--- src/design/drs_pkg.sv ---
// Shared types, constants and helpers for the diagnostic request sequencer.
// No dependencies; imported by every module of the block but drs_ram.
package drs_pkg;

    localparam int MAX_STEPS = 16;
    localparam int STEP_AW   = (MAX_STEPS > 1) ? $clog2(MAX_STEPS) : 1;
    localparam int STEPS_W   = 5;
    localparam int STEP_CW   = $clog2(MAX_STEPS + 1);
    localparam int CNT_W     = (STEP_CW > STEPS_W) ? STEP_CW : STEPS_W;

    localparam int CFG_IDX_W  = 3;
    localparam int CFG_DATA_W = 32;

    // configuration register indices
    localparam logic [CFG_IDX_W-1:0] CFG_BUS      = 3'd0;
    localparam logic [CFG_IDX_W-1:0] CFG_IDENT    = 3'd1;
    localparam logic [CFG_IDX_W-1:0] CFG_EXTENDED = 3'd2;
    localparam logic [CFG_IDX_W-1:0] CFG_TIMEOUT  = 3'd3;
    localparam logic [CFG_IDX_W-1:0] CFG_STEPS    = 3'd4;

    localparam logic [31:0] TIMEOUT_RESET = 32'd3000;

    // event codes
    localparam logic [2:0] FN_POLL  = 3'd0;
    localparam logic [2:0] FN_RESP  = 3'd1;
    localparam logic [2:0] FN_START = 3'd2;
    localparam logic [2:0] FN_STOP  = 3'd3;
    localparam logic [2:0] FN_LOAD  = 3'd4;

    localparam logic [3:0] DLC_MAX     = 4'd8;
    localparam logic [3:0] DLC_MIN_RSP = 4'd2;
    localparam logic [7:0] SID_POS_OFS = 8'h40;

    typedef enum logic [1:0] {
        RS_IDLE     = 2'd0,
        RS_RUNNING  = 2'd1,
        RS_COMPLETE = 2'd2,
        RS_ERROR    = 2'd3
    } run_state_t;

    typedef struct packed {
        logic [1:0]         bus;
        logic [28:0]        ident;
        logic               extended;
        logic [31:0]        timeout;
        logic [STEPS_W-1:0] steps;
    } cfg_t;

    typedef struct packed {
        logic [3:0]  dlc;
        logic [63:0] payload;
        logic [15:0] delay;
    } step_t;

    typedef struct packed {
        logic               s1_stall;   // execute stage full and cannot retire
        logic               step_hazard; // item in execute may move the step
        logic [STEP_AW-1:0] rd_step;    // table index for the next read
    } eng_status_t;

    // keep bytes below dlc, clear the rest
    function automatic logic [63:0] dlc_mask(input logic [3:0] dlc);
        logic [63:0] m;
        m = '0;
        for (int i = 0; i < 8; i++) begin
            if (4'(i) < dlc) begin
                m[i*8 +: 8] = 8'hFF;
            end
        end
        return m;
    endfunction

endpackage

--- src/design/drs_ram.sv ---
// Generic single-port-write, single-port-read RAM with registered read data.
// No dependencies.
module drs_ram #(
    parameter int WIDTH = 8,
    parameter int DEPTH = 16,
    parameter int AW    = (DEPTH > 1) ? $clog2(DEPTH) : 1
) (
    input  logic             aclk,
    input  logic             we,
    input  logic [AW-1:0]    waddr,
    input  logic [WIDTH-1:0] wdata,
    input  logic             re,
    input  logic [AW-1:0]    raddr,
    output logic [WIDTH-1:0] rdata
);

    logic [WIDTH-1:0] mem [DEPTH];
    logic [WIDTH-1:0] rdata_reg;

    always_ff @(posedge aclk) begin
        if (we) begin
            mem[waddr] <= wdata;
        end
        if (re) begin
            rdata_reg <= mem[raddr];
        end
    end

    assign rdata = rdata_reg;

endmodule

--- src/design/drs_cfg_regs.sv ---
// Configuration register file of the sequencer.
// Depends on drs_pkg.
module drs_cfg_regs (
    input  logic                              aclk,
    input  logic                              aresetn,
    input  logic                              cfg_wr_en,
    input  logic [drs_pkg::CFG_IDX_W-1:0]     cfg_index,
    input  logic [drs_pkg::CFG_DATA_W-1:0]    cfg_wdata,
    output drs_pkg::cfg_t                     cfg
);
    import drs_pkg::*;

    cfg_t cfg_reg;
    cfg_t cfg_next;

    always_comb begin
        cfg_next = cfg_reg;
        if (cfg_wr_en) begin
            unique case (cfg_index)
                CFG_BUS:      cfg_next.bus      = cfg_wdata[1:0];
                CFG_IDENT:    cfg_next.ident    = cfg_wdata[28:0];
                CFG_EXTENDED: cfg_next.extended = cfg_wdata[0];
                CFG_TIMEOUT:  cfg_next.timeout  = cfg_wdata[31:0];
                CFG_STEPS:    cfg_next.steps    = cfg_wdata[STEPS_W-1:0];
                default:      cfg_next = cfg_reg;
            endcase
        end
    end

    always_ff @(posedge aclk) begin
        if (!aresetn) begin
            cfg_reg.bus      <= '0;
            cfg_reg.ident    <= '0;
            cfg_reg.extended <= 1'b0;
            cfg_reg.timeout  <= TIMEOUT_RESET;
            cfg_reg.steps    <= '0;
        end else begin
            cfg_reg <= cfg_next;
        end
    end

    assign cfg = cfg_reg;

endmodule

--- src/design/drs_engine.sv ---
// Execute stage: sequence state, step decisions and the result register.
// Depends on drs_pkg; step entry arrives from the table RAM read issued at accept.
module drs_engine (
    input  logic                 aclk,
    input  logic                 aresetn,
    input  logic                 in_fire,
    input  logic [2:0]           in_func,
    input  logic [31:0]          in_now,
    input  logic [7:0]           in_sid,
    input  drs_pkg::step_t       step_rd,
    input  drs_pkg::cfg_t        cfg,
    input  logic                 m_ready,
    output logic                 m_valid,
    output logic                 m_frame_valid,
    output logic [1:0]           m_frame_bus,
    output logic [28:0]          m_frame_identifier,
    output logic                 m_frame_extended,
    output logic [3:0]           m_frame_dlc,
    output logic [63:0]          m_frame_data,
    output logic [31:0]          m_frame_time_ms,
    output logic                 m_response_accepted,
    output logic [1:0]           m_sequence_state,
    output drs_pkg::eng_status_t status
);
    import drs_pkg::*;

    // execute stage item
    logic        s1_valid_reg, s1_valid_next;
    logic [2:0]  s1_func_reg;
    logic [31:0] s1_now_reg;
    logic [7:0]  s1_sid_reg;

    // sequence state
    run_state_t       run_state_reg, run_state_next;
    logic [CNT_W-1:0] step_reg, step_next;
    logic [31:0]      last_send_reg, last_send_next;
    logic [31:0]      start_reg, start_next;

    // result register
    logic        m_valid_reg, m_valid_next;
    logic        fv_reg, fv_next;
    logic [1:0]  bus_reg, bus_next;
    logic [28:0] ident_reg, ident_next;
    logic        ext_reg, ext_next;
    logic [3:0]  dlc_reg, dlc_next;
    logic [63:0] data_reg, data_next;
    logic [31:0] ftime_reg, ftime_next;
    logic        acc_reg, acc_next;
    logic [1:0]  state_reg, state_next;

    logic             s1_fire;
    logic [CNT_W-1:0] total;
    logic [CNT_W-1:0] steps_ext;
    logic [CNT_W-1:0] step_inc;
    logic             in_range;
    logic [31:0]      since_start;
    logic [31:0]      since_send;
    logic             timed_out;
    logic             delay_met;
    logic             sid_match;

    assign s1_fire   = s1_valid_reg && (!m_valid_reg || m_ready);
    assign steps_ext = CNT_W'(cfg.steps);
    assign total     = (steps_ext < CNT_W'(MAX_STEPS)) ? steps_ext : CNT_W'(MAX_STEPS);
    assign in_range  = step_reg < total;
    assign step_inc  = step_reg + CNT_W'(1);

    assign since_start = s1_now_reg - start_reg;
    assign since_send  = s1_now_reg - last_send_reg;
    assign timed_out   = (cfg.timeout != '0) && (since_start > cfg.timeout);
    assign delay_met   = (last_send_reg == '0) || (since_send >= 32'(step_rd.delay));
    assign sid_match   = s1_sid_reg == (step_rd.payload[15:8] + SID_POS_OFS);

    always_comb begin
        s1_valid_next  = in_fire || (s1_valid_reg && !s1_fire);
        run_state_next = run_state_reg;
        step_next      = step_reg;
        last_send_next = last_send_reg;
        start_next     = start_reg;

        m_valid_next = s1_fire || (m_valid_reg && !m_ready);
        fv_next      = fv_reg;
        bus_next     = bus_reg;
        ident_next   = ident_reg;
        ext_next     = ext_reg;
        dlc_next     = dlc_reg;
        data_next    = data_reg;
        ftime_next   = ftime_reg;
        acc_next     = acc_reg;

        if (s1_fire) begin
            fv_next    = 1'b0;
            bus_next   = '0;
            ident_next = '0;
            ext_next   = 1'b0;
            dlc_next   = '0;
            data_next  = '0;
            ftime_next = '0;
            acc_next   = 1'b0;
            case (s1_func_reg)
                FN_POLL: begin
                    if (run_state_reg == RS_RUNNING) begin
                        if (!in_range) begin
                            run_state_next = RS_COMPLETE;
                        end else if (timed_out) begin
                            run_state_next = RS_ERROR;
                        end else if (delay_met) begin
                            fv_next        = 1'b1;
                            bus_next       = cfg.bus;
                            ident_next     = cfg.ident;
                            ext_next       = cfg.extended;
                            dlc_next       = step_rd.dlc;
                            data_next      = step_rd.payload;
                            ftime_next     = s1_now_reg;
                            last_send_next = s1_now_reg;
                        end
                    end
                end
                FN_RESP: begin
                    if (run_state_reg == RS_RUNNING && in_range &&
                        step_rd.dlc >= DLC_MIN_RSP && sid_match) begin
                        step_next      = step_inc;
                        last_send_next = s1_now_reg;
                        acc_next       = 1'b1;
                        if (step_inc >= total) begin
                            run_state_next = RS_COMPLETE;
                        end
                    end
                end
                FN_START: begin
                    if (total != '0) begin
                        step_next      = '0;
                        run_state_next = RS_RUNNING;
                        last_send_next = '0;
                        start_next     = s1_now_reg;
                    end
                end
                FN_STOP: begin
                    run_state_next = RS_IDLE;
                    step_next      = '0;
                end
                default: begin
                    // loads are written at accept; unknown events change nothing
                end
            endcase
        end
        state_next = s1_fire ? 2'(run_state_next) : state_reg;
    end

    always_ff @(posedge aclk) begin
        if (!aresetn) begin
            s1_valid_reg  <= 1'b0;
            run_state_reg <= RS_IDLE;
            step_reg      <= '0;
            last_send_reg <= '0;
            start_reg     <= '0;
            m_valid_reg   <= 1'b0;
        end else begin
            s1_valid_reg  <= s1_valid_next;
            run_state_reg <= run_state_next;
            step_reg      <= step_next;
            last_send_reg <= last_send_next;
            start_reg     <= start_next;
            m_valid_reg   <= m_valid_next;
        end
    end

    always_ff @(posedge aclk) begin
        if (in_fire) begin
            s1_func_reg <= in_func;
            s1_now_reg  <= in_now;
            s1_sid_reg  <= in_sid;
        end
        fv_reg    <= fv_next;
        bus_reg   <= bus_next;
        ident_reg <= ident_next;
        ext_reg   <= ext_next;
        dlc_reg   <= dlc_next;
        data_reg  <= data_next;
        ftime_reg <= ftime_next;
        acc_reg   <= acc_next;
        state_reg <= state_next;
    end

    assign m_valid             = m_valid_reg;
    assign m_frame_valid       = fv_reg;
    assign m_frame_bus         = bus_reg;
    assign m_frame_identifier  = ident_reg;
    assign m_frame_extended    = ext_reg;
    assign m_frame_dlc         = dlc_reg;
    assign m_frame_data        = data_reg;
    assign m_frame_time_ms     = ftime_reg;
    assign m_response_accepted = acc_reg;
    assign m_sequence_state    = state_reg;

    assign status.s1_stall    = s1_valid_reg && !s1_fire;
    assign status.step_hazard = s1_valid_reg &&
                                (s1_func_reg == FN_RESP || s1_func_reg == FN_START ||
                                 s1_func_reg == FN_STOP);
    assign status.rd_step     = step_reg[STEP_AW-1:0];

endmodule

--- src/design/diag_request_sequencer_top.sv ---
// Top level of the diagnostic request sequencer: accept stage, step table RAM,
// configuration registers and execute stage. Depends on drs_pkg, drs_ram,
// drs_cfg_regs and drs_engine.
//
//   channel  | handshake            | moves
//   ---------+----------------------+-----------------------------------------
//   s_*      | s_valid / s_ready    | one event item (poll, resp, start, stop, load)
//   m_*      | m_valid / m_ready    | one result item per event
//   cfg_*    | cfg_wr_en            | register write, no wait, no read-back
//
// Two-stage pipe: the accept edge issues the step table read (and performs any
// load write); the execute stage then decides the event and fills the result
// register. An item behind a poll, load or unknown event may enter as it retires;
// after a response, start or stop, a poll or response waits until that item has
// left the execute stage, so that the step index settles first.
// A stalled m_ready holds the result; one more item may sit in the execute
// stage behind it before s_ready drops.
// Reset (synchronous, aresetn low) clears sequence state and registers; the
// step table holds no reset and each slot must be loaded before it is used.
module diag_request_sequencer_top (
    input  logic                           aclk,
    input  logic                           aresetn,
    // configuration
    input  logic                           cfg_wr_en,
    input  logic [drs_pkg::CFG_IDX_W-1:0]  cfg_index,
    input  logic [drs_pkg::CFG_DATA_W-1:0] cfg_wdata,
    // event items in
    input  logic                           s_valid,
    output logic                           s_ready,
    input  logic [2:0]                     s_func,
    input  logic [31:0]                    s_now_time_ms,
    input  logic [7:0]                     s_response_sid,
    input  logic [3:0]                     s_load_slot,
    input  logic [3:0]                     s_load_dlc,
    input  logic [63:0]                    s_load_payload,
    input  logic [15:0]                    s_load_delay_ms,
    // result items out
    output logic                           m_valid,
    input  logic                           m_ready,
    output logic                           m_frame_valid,
    output logic [1:0]                     m_frame_bus,
    output logic [28:0]                    m_frame_identifier,
    output logic                           m_frame_extended,
    output logic [3:0]                     m_frame_dlc,
    output logic [63:0]                    m_frame_data,
    output logic [31:0]                    m_frame_time_ms,
    output logic                           m_response_accepted,
    output logic [1:0]                     m_sequence_state
);
    import drs_pkg::*;

    cfg_t        cfg;
    eng_status_t status;
    step_t       step_wr;
    step_t       step_rd;
    logic        in_fire;
    logic        reads_step;
    logic        slot_ok;
    logic        tbl_we;
    logic [3:0]  dlc_sat;

    // Polls and responses read the table at the current step, so they must
    // not enter while the item ahead may still move it.
    assign reads_step = (s_func == FN_POLL) || (s_func == FN_RESP);
    assign s_ready    = !status.s1_stall && !(status.step_hazard && reads_step);
    assign in_fire    = s_valid && s_ready;

    // Load: saturate the length and clear bytes past it before storing.
    assign dlc_sat         = (s_load_dlc > DLC_MAX) ? DLC_MAX : s_load_dlc;
    assign step_wr.dlc     = dlc_sat;
    assign step_wr.payload = s_load_payload & dlc_mask(dlc_sat);
    assign step_wr.delay   = s_load_delay_ms;
    assign slot_ok         = 32'(s_load_slot) < 32'(MAX_STEPS);
    assign tbl_we          = in_fire && (s_func == FN_LOAD) && slot_ok;

    drs_cfg_regs u_cfg (
        .aclk      (aclk),
        .aresetn   (aresetn),
        .cfg_wr_en (cfg_wr_en),
        .cfg_index (cfg_index),
        .cfg_wdata (cfg_wdata),
        .cfg       (cfg)
    );

    // Step table: written at the load's accept edge, read at every accept,
    // so a later item always sees earlier loads without forwarding.
    drs_ram #(
        .WIDTH ($bits(step_t)),
        .DEPTH (MAX_STEPS),
        .AW    (STEP_AW)
    ) u_step_tbl (
        .aclk  (aclk),
        .we    (tbl_we),
        .waddr (STEP_AW'(s_load_slot)),
        .wdata (step_wr),
        .re    (in_fire),
        .raddr (status.rd_step),
        .rdata (step_rd)
    );

    drs_engine u_eng (
        .aclk                (aclk),
        .aresetn             (aresetn),
        .in_fire             (in_fire),
        .in_func             (s_func),
        .in_now              (s_now_time_ms),
        .in_sid              (s_response_sid),
        .step_rd             (step_rd),
        .cfg                 (cfg),
        .m_ready             (m_ready),
        .m_valid             (m_valid),
        .m_frame_valid       (m_frame_valid),
        .m_frame_bus         (m_frame_bus),
        .m_frame_identifier  (m_frame_identifier),
        .m_frame_extended    (m_frame_extended),
        .m_frame_dlc         (m_frame_dlc),
        .m_frame_data        (m_frame_data),
        .m_frame_time_ms     (m_frame_time_ms),
        .m_response_accepted (m_response_accepted),
        .m_sequence_state    (m_sequence_state),
        .status              (status)
    );

endmodule

--- config.mk ---
export PLATFORM = sky130hd
export DESIGN_NAME = diag_request_sequencer_top
export DESIGN_NICKNAME = d
export VERILOG_FILES = /design/src/design/drs_pkg.sv /design/src/design/drs_ram.sv /design/src/design/drs_cfg_regs.sv /design/src/design/drs_engine.sv /design/src/design/diag_request_sequencer_top.sv
export SDC_FILE = /design/constraint.sdc
export NUM_CORES = 2
export LEC_CHECK = 0
export BUFFER_PORTS_ARGS = -buffer_cell sky130_fd_sc_hd__buf_2
export CORE_MARGIN = 2
export CORE_UTILIZATION = 35
export CTS_BUF_LIST = sky130_fd_sc_hd__clkbuf_8
export DETAILED_ROUTE_END_ITERATION = 6
export HOLD_SLACK_MARGIN = 0.02
export PLACE_DENSITY = 0.56
export SLEW_MARGIN = 30
export SYNTH_ARGS = -nofsm -noshare
export SYNTH_HDL_FRONTEND = slang
export SYNTH_SLANG_ARGS = --single-unit
--- constraint.sdc ---
create_clock -name aclk -period 11 [get_ports aclk]
set_input_delay 1.1 -clock aclk [delete_from_list [all_inputs] [get_ports aclk]]
set_output_delay 1.1 -clock aclk [all_outputs]
set_load 0.005 [all_outputs]
==> reports/qor.csv <==
stage,metric,value,unit
floorplan,initial core utilization,35.1,%
floorplan,Rows,166,
clock_tree,CTS Buf Count,313,
routing,TritonRoute pass-1 iters,5,
yosys,fraction of registers with async set/reset,0,%
final_layout,fin util,40.3,%
setup_path,WS Path Type,register to register,
final_layout,Largest register FFs,1344,
floorplan,Die Ht,457,um
pwr,PD cells,162,nW/um^2
yosys,Synth warnings,0,
final_layout,layout cell share with drive strength beyond 1,27.5,%
final_layout,area of the multi-input gates,19700,sq um
routing,WL final,190,mm
run_status,status,"finished, final reports clean",
floorplan,I/O pin count,309,
sta,Slew HR,35.4,%
global_route,first-pass GRT wire length,275,mm
final_layout,Final nets,4836,
pwr,leakage,25.8,nW
yosys,"area leader, netlist",edfxtp_1,
routing,Via Count,39103,
yosys,Yosys cell types,82,
final_layout,synth-to-layout area growth,14.8,%
setup_path,CP Capture Type,register,
yosys,syn_nets,4342,
floorplan,Die X,457,um
yosys,Post-Syn Instances,4048,
yosys,synthesized flop and latch total,1749,
sta,minimum clock period,7060,ps
global_route,vias in the first global route,39831,
sta,skew final,113,ps
yosys,most common cell in the netlist,edfxtp_1,
setup_path,CP Max Fanout,67,
yosys,sequential area share after synthesis,71.1,%
clock_tree,setup bufs post-CTS,0,
global_route,GRT overflow,0,
sta,RSZ-0062 raised after global routing,false,
sta,setup total negative slack,0,ps
routing,initial drt markers,3395,
setup_path,FF-to-FF Start,u_eng.s1_now_reg[1],
yosys,Yosys top cell area share,67.2,%
floorplan,Die ar.,209000,sq um
yosys,"EDFF count, synth",1607,
yosys,Main synth FF type,edfxtp_1,
routing,Routed WL per cell,25.5,um
sta,Achievable Freq,142,MHz
sta,endpoints failing hold,0,
clock_tree,clock buffer depth,4,
setup_path,startpoint types,register,
yosys,top post-synthesis cells by count,"edfxtp_1 (1607), mux4_2 (420), nand2_1 (263)",
pwr,Power Total,13.4,mW
global_route,initial antenna violation count,36,
sta,setup ws final,3940,ps
clock_tree,clock-pin slew on the worst setup and hold paths,60,ps
routing,DRC,0,
setup_path,flop2flop setup slack,3940,ps
placed_design,port buffer count,308,
final_layout,register area,51100,sq um
sta,Final period util,64.2,%
clock_tree,Clock Latency Late Sink,1030,ps
yosys,synthesized area,71800,sq um
pwr,worst IR drop on VDD,128,uV
setup_path,CP startpoint,u_eng.s1_now_reg[1],
setup_path,worst r2r path cells,25,
routing,"antenna viol nets, final",0,
yosys,synth top area cells,"edfxtp_1 (67%), mux4_2 (13%), dfxtp_1 (4.0%), ha_1 (2.1%), nand2_1 (1.4%)",
final_layout,filler instances,18655,
setup_path,Worst Setup EP,u_eng.m_frame_data[19],
placed_design,"worst slack, placed",3870,ps
final_layout,Final Instance Count excl. Fillers,7458,
global_route,pin count of the biggest net entering global routing,107,
placed_design,GP Congestion,0.816,
global_route,GRT Util Overall,17.9,%
clock_tree,PostCTS Resize Cnt,0,
setup_path,CP Data Required Time,11830,ps
job,max capacitance violation total,0,
placed_design,Placed Cells incl. Taps,6914,
min_path,Hold WC Path Type,input pin to register,
sta,Setup-failing EPs final,0,
clock_tree,htree depth,5,
setup_path,"Arr. time, crit path",7900,ps
sta,max-slew violation count,0,
setup_path,RR Endpoint,u_eng.m_frame_data[19],
sta,Slew @ Worst Pin,967,ps
routing,via-per-instance ratio,5.24,
clock_tree,CTS Root Cell,clkbuf_8,
placed_design,detailed placer's ending HPWL,105,mm
floorplan,core footprint,204000,sq um
clock_tree,CTS tree,yes,
yosys,Avg Inst Size Synth,17.7,sq um
clock_tree,# hold bufs at CTS,0,
clock_tree,clock sinks,1749,
[metal layers]
layer | share of wire (%) | wire (um) | vias to the layer above | track usage, %
met3 | 5.4 | 10300 | 347 | 3.32
met2 | 50 | 95200 | 1238 | 30.2
met5 | 0.042 | 80 | - | 0
met4 | 2.6 | 4960 | 14 | 5.80
li1 | - | - | 17128 | -
met1 | 42 | 79900 | 20376 | 23.3
[cells by family (layout without fill, tap and decap cells)]
| logic type | Yosys count | in the layout | synth area share, % |
|---|---|---|---|
| AOI/OAI and AO/OA | 454 | 454 | 4.55 |
| xor gates and xnor gates | 58 | 58 | 0.707 |
| adders and majority gates | 123 | 123 | 2.16 |
| buffers and inverters | 341 | 1051 | 1.95 |
| DFF | 1749 | 1749 | 71.1 |
| muxes | 434 | 434 | 13.4 |
| other | 0 | 12 | 0 |
| and+or+nand+nor | 889 | 889 | 6.11 |
[per-stage QoR]
step	instance area (sq um)	hold WS [ps]
floorplan	71800	432
global placement	76600	437
detailed placement	76800	442
CTS	82200	134
global route	82400	169
finish	82400	253
[cell type report]
cell class | count | area share (%)
flip-flops and latches | 1749 | 62.0
multi-input cells | 1958 | 23.9
clock buffers | 323 | 5.39
well taps | 2688 | 4.08
repair buffers | 388 | 2.85
clock inverters | 208 | 1.16
inverters | 132 | 0.616
diodes | 12 | 0.0364
[worst max-delay path, stage by stage, from the launching register on]
cell and delay, ps:
edfxtp_1 530, ha_1 320, nor2b_1 140, o2111ai_1 230, a41oi_1 220, a221oi_1 550, o211ai_1 290, a21oi_1 260
o31ai_1 130, a211oi_1 380, a21oi_1 150, xor2_1 170, ha_1 290, a21o_1 160, a21o_1 170, a21oi_1 150
o21ai_0 140, a21oi_1 160, or2_2 150, nand4b_1 90, buf_4 350, nor2_1 210, o21a_4 530, buf_12 290
buf_4 580, and2_1 210
[power breakdown]
group	total, mW	switching [mW]	internal (mW)
sequential	7.38	0.0451	7.33
clock	5.41	2.61	2.80
combinational	0.580	0.385	0.196
[placed cells by master, fill, tap and decap left out, drive strengths merged, types with 92 or more instances in the layout]
cell type  count
dfxtp        142
edfxtp      1607
buf          388
nor2         185
clkbuf       323
inv          239
ha           121
nand2        264
a21oi        158
mux4         420
clkinv        92
and2         150
[worst min path at each step]
stage,startpoint,end,cells past startpoint
detailed placement,u_cfg.cfg[57],u_cfg.cfg[57],2
finish,s_response_sid[0],u_eng.s1_sid_reg[0],1
global placement,u_cfg.cfg[65],u_cfg.cfg[65],2
CTS,s_response_sid[0],u_eng.s1_sid_reg[0],1
floorplan,u_cfg.cfg[38],u_cfg.cfg[38],2
global route,s_response_sid[6],u_eng.s1_sid_reg[6],1
Note: power is estimated with default switching activity, not from simulation.
